===== src/hdl/stat_pkg.sv =====
// ----------------------------------------------------------------------------
// stat_pkg
// Shared types and constants of the sorted trap address table.
// ----------------------------------------------------------------------------
package stat_pkg;

  localparam int unsigned DefaultDepth       = 64;
  localparam int unsigned DefaultHandlerBits = 8;
  localparam int unsigned AddrBits           = 32;
  localparam int unsigned CmdBits            = 2;
  localparam int unsigned StatusBits         = 3;
  localparam int unsigned HandlerOutBits     = 8;
  localparam int unsigned HandlerInBits      = 8;
  localparam int unsigned CfgIndexBits       = 2;
  localparam int unsigned FifoDepth          = 2;

  typedef enum logic [CmdBits-1:0] {
    CMD_CLEAR    = 2'd0,
    CMD_REGISTER = 2'd1,
    CMD_LOOKUP   = 2'd2,
    CMD_NONE     = 2'd3
  } cmd_t;

  typedef enum logic [StatusBits-1:0] {
    ST_OK       = 3'd0,
    ST_MISS     = 3'd1,
    ST_EXCLUDED = 3'd2,
    ST_FULL     = 3'd3,
    ST_REPLACED = 3'd4
  } status_t;

  typedef enum logic [CfgIndexBits-1:0] {
    REG_EXCL0_LOW  = 2'd0,
    REG_EXCL0_HIGH = 2'd1,
    REG_EXCL1_LOW  = 2'd2,
    REG_EXCL1_HIGH = 2'd3
  } reg_index_t;

  // Classified command handed from front to back.
  typedef struct packed {
    cmd_t                  command;
    logic                  excluded;
    logic [AddrBits-1:0]   address;
    logic [HandlerInBits-1:0] handler;
  } op_t;

  typedef enum logic [2:0] {
    S_IDLE,
    S_READ,
    S_PROBE,
    S_CHECK,
    S_SHIFT,
    S_WRITE,
    S_DONE
  } state_t;

endpackage


===== src/hdl/stat_front.sv =====
// ----------------------------------------------------------------------------
// stat_front
// Holds the exclusion registers, classifies commands and queues them.
// ----------------------------------------------------------------------------
module stat_front
  import stat_pkg::*;
(
  input  logic                     clk,
  input  logic                     rst,
  input  logic                     push,
  output logic                     full,
  input  logic [CmdBits-1:0]       command,
  input  logic [AddrBits-1:0]      address,
  input  logic [HandlerInBits-1:0] handler_in,
  input  logic                     cfg_write,
  input  logic [CfgIndexBits-1:0]  cfg_index,
  input  logic [AddrBits-1:0]      cfg_data,
  output logic                     op_valid,
  input  logic                     op_take,
  output op_t                      op
);

  logic [AddrBits-1:0] excl0_low, excl0_high, excl1_low, excl1_high;
  op_t                 fifo [FifoDepth];
  logic                wr_ptr, rd_ptr;
  logic [1:0]          fill;
  logic                in_excl;
  logic                do_push, do_pop;

  always_ff @(posedge clk) begin
    if (rst) begin
      excl0_low  <= '0;
      excl0_high <= '0;
      excl1_low  <= '0;
      excl1_high <= '0;
    end else if (cfg_write) begin
      unique case (reg_index_t'(cfg_index))
        REG_EXCL0_LOW:  excl0_low  <= cfg_data;
        REG_EXCL0_HIGH: excl0_high <= cfg_data;
        REG_EXCL1_LOW:  excl1_low  <= cfg_data;
        REG_EXCL1_HIGH: excl1_high <= cfg_data;
        default: ;
      endcase
    end
  end

  assign in_excl = (address >= excl0_low && address < excl0_high) ||
                   (address >= excl1_low && address < excl1_high);

  assign full     = fill == 2'd2;
  assign op_valid = fill != 2'd0;
  assign do_push  = push && !full;
  assign do_pop   = op_take && op_valid;
  assign op       = fifo[rd_ptr];

  always_ff @(posedge clk) begin
    if (do_push) begin
      fifo[wr_ptr] <= '{command: cmd_t'(command), excluded: in_excl,
                        address: address, handler: handler_in};
    end
  end

  always_ff @(posedge clk) begin
    if (rst) begin
      wr_ptr <= 1'b0;
      rd_ptr <= 1'b0;
      fill   <= '0;
    end else begin
      if (do_push) wr_ptr <= ~wr_ptr;
      if (do_pop)  rd_ptr <= ~rd_ptr;
      fill <= fill + 2'(do_push) - 2'(do_pop);
    end
  end

endmodule


===== src/hdl/stat_back.sv =====
// ----------------------------------------------------------------------------
// stat_back
// Sorted table in memory: binary search, in-place insert, result register.
// ----------------------------------------------------------------------------
module stat_back
  import stat_pkg::*;
#(
  parameter int unsigned TABLE_DEPTH  = DefaultDepth,
  parameter int unsigned HANDLER_BITS = DefaultHandlerBits
) (
  input  logic                      clk,
  input  logic                      rst,
  input  logic                      op_valid,
  output logic                      op_take,
  input  op_t                       op,
  output logic                      empty,
  input  logic                      pop,
  output logic [StatusBits-1:0]     status,
  output logic [HandlerOutBits-1:0] handler_out
);

  localparam int unsigned IdxBits = $clog2(TABLE_DEPTH);
  localparam int unsigned CntBits = $clog2(TABLE_DEPTH + 1);

  typedef logic [AddrBits+HANDLER_BITS-1:0] word_t;

  word_t               mem [TABLE_DEPTH];
  word_t               rd_data;
  logic [IdxBits-1:0]  rd_addr;
  logic                wr_en;
  logic [IdxBits-1:0]  wr_addr;
  word_t               wr_data;

  state_t              state, state_next;
  op_t                 cur;
  logic [CntBits-1:0]  count;
  logic [CntBits-1:0]  lo, hi, mid, shift;
  logic                res_valid;
  status_t             res_status;
  logic [HANDLER_BITS-1:0] res_handler;
  logic                hit;
  logic                start;

  always_ff @(posedge clk) begin
    if (wr_en) mem[wr_addr] <= wr_data;
    rd_data <= mem[rd_addr];
  end

  assign mid   = lo + ((hi - lo) >> 1);
  assign hit   = lo < count && rd_data[AddrBits+HANDLER_BITS-1:HANDLER_BITS] == cur.address;
  assign start = state == S_IDLE && op_valid && !res_valid;
  assign op_take = start;
  assign empty = !res_valid;
  assign status = res_status;
  assign handler_out = HandlerOutBits'(res_handler);

  always_comb begin
    state_next = state;
    unique case (state)
      S_IDLE:  if (start) begin
        priority if (op.command == CMD_REGISTER && !op.excluded) state_next = S_READ;
        else if (op.command == CMD_LOOKUP && !op.excluded && count != '0)
          state_next = S_READ;
        else state_next = S_DONE;
      end
      S_READ:  state_next = (lo < hi) ? S_PROBE : S_CHECK;
      S_PROBE: state_next = S_READ;
      S_CHECK: state_next = S_WRITE;
      S_WRITE: state_next = S_DONE;
      S_SHIFT: state_next = (shift == lo) ? S_WRITE : S_SHIFT;
      S_DONE:  state_next = S_IDLE;
      default: state_next = S_IDLE;
    endcase
    if (state == S_CHECK) begin
      if (cur.command == CMD_LOOKUP || hit) state_next = (cur.command == CMD_LOOKUP)
                                                       ? S_DONE : S_WRITE;
      else if (count == CntBits'(TABLE_DEPTH)) state_next = S_DONE;
      else if (count == lo) state_next = S_WRITE;
      else state_next = S_SHIFT;
    end
  end

  // Memory port control: read address follows the search or shift cursor.
  always_comb begin
    rd_addr = IdxBits'(mid);
    wr_en   = 1'b0;
    wr_addr = IdxBits'(lo);
    wr_data = {cur.address, HANDLER_BITS'(cur.handler)};
    unique case (state)
      S_READ:  rd_addr = (lo < hi) ? IdxBits'(mid) : IdxBits'(lo);
      S_CHECK: rd_addr = IdxBits'(count - CntBits'(1));
      S_SHIFT: begin
        rd_addr = IdxBits'(shift - CntBits'(2));
        wr_en   = 1'b1;
        wr_addr = IdxBits'(shift);
        wr_data = rd_data;
      end
      S_WRITE: wr_en = 1'b1;
      default: ;
    endcase
  end

  always_ff @(posedge clk) begin
    if (rst) begin
      state     <= S_IDLE;
      count     <= '0;
      res_valid <= 1'b0;
    end else begin
      state <= state_next;
      if (res_valid && pop) res_valid <= 1'b0;
      if (state == S_DONE) res_valid <= 1'b1;
      if (start && op.command == CMD_CLEAR) count <= '0;
      if (state == S_WRITE && res_status == ST_OK) count <= count + CntBits'(1);
    end
  end

  always_ff @(posedge clk) begin
    unique case (state)
      S_IDLE: if (start) begin
        // a new command is taken only after the waiting result has been popped
        cur         <= op;
        lo          <= '0;
        hi          <= count;
        res_handler <= '0;
        priority if (op.command == CMD_CLEAR) res_status <= ST_OK;
        else if (op.command == CMD_LOOKUP && count == '0) res_status <= ST_MISS;
        else if ((op.command == CMD_REGISTER || op.command == CMD_LOOKUP) && op.excluded)
          res_status <= ST_EXCLUDED;
        else res_status <= ST_MISS;
      end
      S_PROBE: begin
        if (rd_data[AddrBits+HANDLER_BITS-1:HANDLER_BITS] < cur.address)
          lo <= mid + CntBits'(1);
        else hi <= mid;
      end
      S_CHECK: begin
        shift <= count;
        if (cur.command == CMD_LOOKUP) begin
          if (hit) begin
            res_status  <= ST_OK;
            res_handler <= rd_data[HANDLER_BITS-1:0];
          end
        end else if (hit) res_status <= ST_REPLACED;
        else if (count == CntBits'(TABLE_DEPTH)) res_status <= ST_FULL;
        else res_status <= ST_OK;
      end
      S_SHIFT: shift <= shift - CntBits'(1);
      default: ;
    endcase
  end

endmodule


===== src/hdl/sorted_trap_address_table.sv =====
// Sorted trap address table. Commands enter through a two-entry queue and
// are carried out one at a time against a table memory with one read and
// one write port. A clear, an unknown command or an excluded address goes
// straight to the result; a lookup does a binary search of the entries, and
// a register does the same search and then writes the entry unless the table
// is full; a register of a new address first moves every later entry up one
// place. The result sits in an output register, and the next command is
// taken from the queue only after that result has been transferred out.
// ----------------------------------------------------------------------------
// sorted_trap_address_table
// Top level: configuration, front classifier and back table engine.
// ----------------------------------------------------------------------------
module sorted_trap_address_table
  import stat_pkg::*;
#(
  parameter int unsigned TABLE_DEPTH  = DefaultDepth,
  parameter int unsigned HANDLER_BITS = DefaultHandlerBits
) (
  input  logic                      clk,
  input  logic                      rst,
  input  logic                      push,
  output logic                      full,
  input  logic [CmdBits-1:0]        command,
  input  logic [AddrBits-1:0]       address,
  input  logic [HandlerInBits-1:0]  handler_in,
  output logic                      empty,
  input  logic                      pop,
  output logic [StatusBits-1:0]     status,
  output logic [HandlerOutBits-1:0] handler_out,
  input  logic                      cfg_write,
  input  logic [CfgIndexBits-1:0]   cfg_index,
  input  logic [AddrBits-1:0]       cfg_data
);

  logic op_valid, op_take;
  op_t  op;

  stat_front u_front (
    .clk, .rst, .push, .full, .command, .address, .handler_in,
    .cfg_write, .cfg_index, .cfg_data, .op_valid, .op_take, .op
  );

  stat_back #(
    .TABLE_DEPTH (TABLE_DEPTH),
    .HANDLER_BITS(HANDLER_BITS)
  ) u_back (
    .clk, .rst, .op_valid, .op_take, .op, .empty, .pop, .status, .handler_out
  );

  a_status_range: assert property (@(posedge clk) disable iff (rst)
    !empty |-> status <= 3'(ST_REPLACED))
    else $error("status out of range");

  a_handler_zero: assert property (@(posedge clk) disable iff (rst)
    !empty && status != 3'(ST_OK) |-> handler_out == '0)
    else $error("handler set on non-hit");

  a_result_holds: assert property (@(posedge clk) disable iff (rst)
    !empty && !pop |=> !empty && $stable(status) && $stable(handler_out))
    else $error("result changed while waiting");

endmodule

===== config.mk =====
export PLATFORM = sky130hd
export DESIGN_NAME = sorted_trap_address_table
export DESIGN_NICKNAME = d
export VERILOG_FILES = /design/src/hdl/stat_pkg.sv /design/src/hdl/stat_front.sv /design/src/hdl/stat_back.sv /design/src/hdl/sorted_trap_address_table.sv
export SDC_FILE = /design/constraint.sdc
export NUM_CORES = 2
export LEC_CHECK = 0
export BUFFER_PORTS_ARGS = -buffer_cell sky130_fd_sc_hd__buf_4
export CAP_MARGIN = 20
export CORE_UTILIZATION = 40
export DETAILED_ROUTE_END_ITERATION = 10
export PLACE_DENSITY_LB_ADDON = 0.2
export SYNTH_ARGS = -nofsm -noshare
export SYNTH_HDL_FRONTEND = slang
export SYNTH_SLANG_ARGS = --single-unit

===== constraint.sdc =====
create_clock -name clk -period 13.5 [get_ports clk]
set_input_delay 4.05 -clock clk [delete_from_list [all_inputs] [get_ports clk]]
set_output_delay 4.05 -clock clk [all_outputs]
set_load 0.1 [all_outputs]

==> key figures <==
Status
  – Status: finished clean

CTS
  – Maximum root-to-sink buffer count: 4
  – Clk root buf: clkbuf_16
  – Post-CTS Hold Fix Bufs: 0
  – Clk Latency, worst-skew pair: 880 ps
  – Clock-pin slew on the worst setup and hold paths: approximately 70 ps
  – CTS tree: yes
  – Post_cts resized: 0
  – Clock sink count: ~2,900
  – Post CTS Setup Buffer Count: 0
  – Num CTS Buffers: 310
  – H-tree depth: 5

Synth
  – Most common library cells after synthesis: edfxtp_1 (2,720), nand2_1 (1,812), nand3_1 (1,057), mux2i_1 (841), clkbuf_1 (238)
  – XOR/XNOR share of the synthesized area: less than 1%
  – Mux cell area share after synthesis: under 10%
  – Synth Area in Adders: ~2.0%
  – Synth Area in Simple Gates: 12.4%
  – Compound-Gate Fraction of Synth Area: roughly 3.1%
  – Synth cell types: 78
  – Post-synth EDFFs: between 2,000 and 3,000
  – Synth area leader: edfxtp_1
  – Main combinational cell family by area after synthesis: simple AND/OR/NAND/NOR gates
  – FFs w/ async S/R, synth: 0%
  – YS warnings: 0
  – FF+latch count, synth: slightly below 3,000
  – Post-synthesis sequential area ratio: 72.1%
  – Most numerous cell in the Yosys netlist: edfxtp_1
  – Post-Synthesis Net Count: between 8,000 and 9,000
  – Synth area leaders: edfxtp_1 (69%), mux2i_1 (7.1%), nand2_1 (5.7%)
  – Synth top area share: roughly 69%
  – Main flop type after synthesis: edfxtp_1
  – Mapped Area: between 0.1 and 0.15 mm²
  – Mean Syn Cell Area: 13.8 µm²
  – Syn Inst Count: roughly 8,600

STA
  – Worst Clk Skew: just under 50 ps
  – Fin. Hold Viols: 0
  – Total negative slack: 0 ps
  – Headroom to the max-slew limit: roughly 27%
  – Final setup viols: 0
  – Max-slew violations: 0
  – Fmax: 0.154 GHz
  – Min Hold Slack: between 400 and 500 ps
  – Unrepaired setup endpoints after global routing: no
  – Minimum clock period: between 6000 and 7000 ps
  – Worst-margin pin slew: about 1100 ps
  – Fin crit share: between 40% and 50%

Place
  – Placed Cells: 12,300
  – Gpl congestion: ~0.84
  – HPWL after DPL: 177,000 µm
  – IO buf count: a little over 90

Worst setup path
  – Worst Path Max Fanout: between 100 and 150
  – Critical Path Sink Type: register
  – Crit path kind: register to register
  – CP startpoint kind: register
  – Worst path arrival time: slightly above 7000 ps
  – CP required: 14,260 ps

Finish
  – Area grow syn2layout: 13.3%
  – Non-filler cells, final: between 10,000 and 15,000
  – Ratio of cells with drive above 1 in the final layout: approximately a tenth
  – Final net count: 8,955
  – Fin util: a little under half

Route
  – # DRC: 0
  – DR WL/cell: ~26 µm
  – Vias per cell: between 5 and 6
  – Final WL: ~330,000 µm
  – Antenna Nets Post-Route: 0
  – Initial DRC Count: a little over 7,000
  – Drt first pass iters: 6
  – Via count: just over 70,000

Floorplanning
  – Die H: ~550 µm
  – I/O pins: 94
  – Die ar.: 0.298 mm²
  – Die W: around 550 µm
  – Num rows: a little under 200
  – Core box area: about 0.29 mm²
  – Initial Util: between 40% and 50%

Global route
  – Largest net degree at the start of global routing: 161
  – GRT Residual Overflow: 0
  – Global-route wire length before repair: a little under 500,000 µm
  – Vias in the first global route: approximately 70,000
  – Gr usage total: a little over a fifth
  – Initial antenna violation count: 19

Worst hold path
  – Worst Hold Class: register to register

Flow run
  – MaxCap Viol Count: 0
cell families (layout without fill, tap and decap cells):
logic type / count (synthesis) / after routing
simple gates: 3314 / 3314
compound gates: 562 / 562
other cells: 0 / 3
buf+inv: 684 / 1016
mux: 887 / 887
xor+xnor: 38 / 38
fa+ha+maj: 191 / 191
flops: 2904 / 2904
routing by layer:
metal / vias to the layer above / track usage, % / part of all wire [%]
li1: 31900 / - / -
met1: 36400 / 30.7 / 44
met2: 2374 / 36.2 / 47
met3: 463 / 3.18 / 6.8
met4: 4 / 5.16 / 2.1
met5: - / 0 / 0.0081
path summary, 6_finish.rpt:
| check | startpoint | endpoint | slack, ps | cells past startpoint |
|---|---|---|---|---|
| worst max-delay path | u_back.lo[1] | u_back.rd_data[21] | 7020 | 15 |
| worst max register to register | u_back.lo[1] | u_back.rd_data[21] | 7020 | 15 |
| worst min-delay path | u_front.excl0_high[13] | u_front.excl0_high[13] | 450 | 2 |
| worst min register to register | u_front.excl0_high[13] | u_front.excl0_high[13] | 450 | 2 |
worst max-delay path, stage by stage, from the launching register on:
cell      delay [ps]
edfxtp_1         490
inv_1            210
fa_1             560
ha_1             180
inv_1             60
fa_1             450
xor2_1           180
o221ai_1         370
mux2_8           720
buf_12           540
buf_12           510
buf_4            790
nand3_1          150
nand3_1          150
nand4_1          280
or3_1            420
layout make-up:
cell class | instances | area (µm²)
Inverter | 196 | 736
Tap cell | 3919 | 4900
Multi-Input combinational cell | 4992 | 31100
Clock inverter | 137 | 1290
Antenna cell | 3 | 7.51
Clock buffer | 404 | 8400
Timing Repair Buffer | 279 | 2310
Fill cell | 25800 | 160000
Sequential cell | 2904 | 85400
per-stage QoR:
stage	area (µm²)	setup slack, ps
2_1_floorplan	118000	7110
3_5_place_dp	124000	6940
3_3_place_gp	124000	6810
6_report	134000	7020
4_1_cts	134000	7070
5_1_grt	134000	6710
sequential cells by signal, summed over array words and instances, names as in the netlist, 32 cells and up, named ones only:
| signal | count |
|---|---|
| u_back.cur | 42 |
| u_back.mem | 2560 |
| u_back.rd_data | 40 |
| u_front.excl0_high | 32 |
| u_front.excl0_low | 32 |
| u_front.excl1_high | 32 |
| u_front.excl1_low | 32 |
| u_front.fifo | 86 |
cells in the final DEF, fill, tap and decap left out, drive strengths merged, types with 51 or more instances in the layout:
cell type  instances
dfxtp            184
clkbuf           404
nand4            153
nand3           1058
a21o              65
nand2           1813
clkinv            92
ha               189
a21oi            192
nor2             122
inv              208
or3               51
buf              279
a22oi            122
mux2i            842
edfxtp          2720
o21ai             73
Power is not shown: default switching activity piles up to over one toggle a cycle in this logic, so the estimate is an artifact.
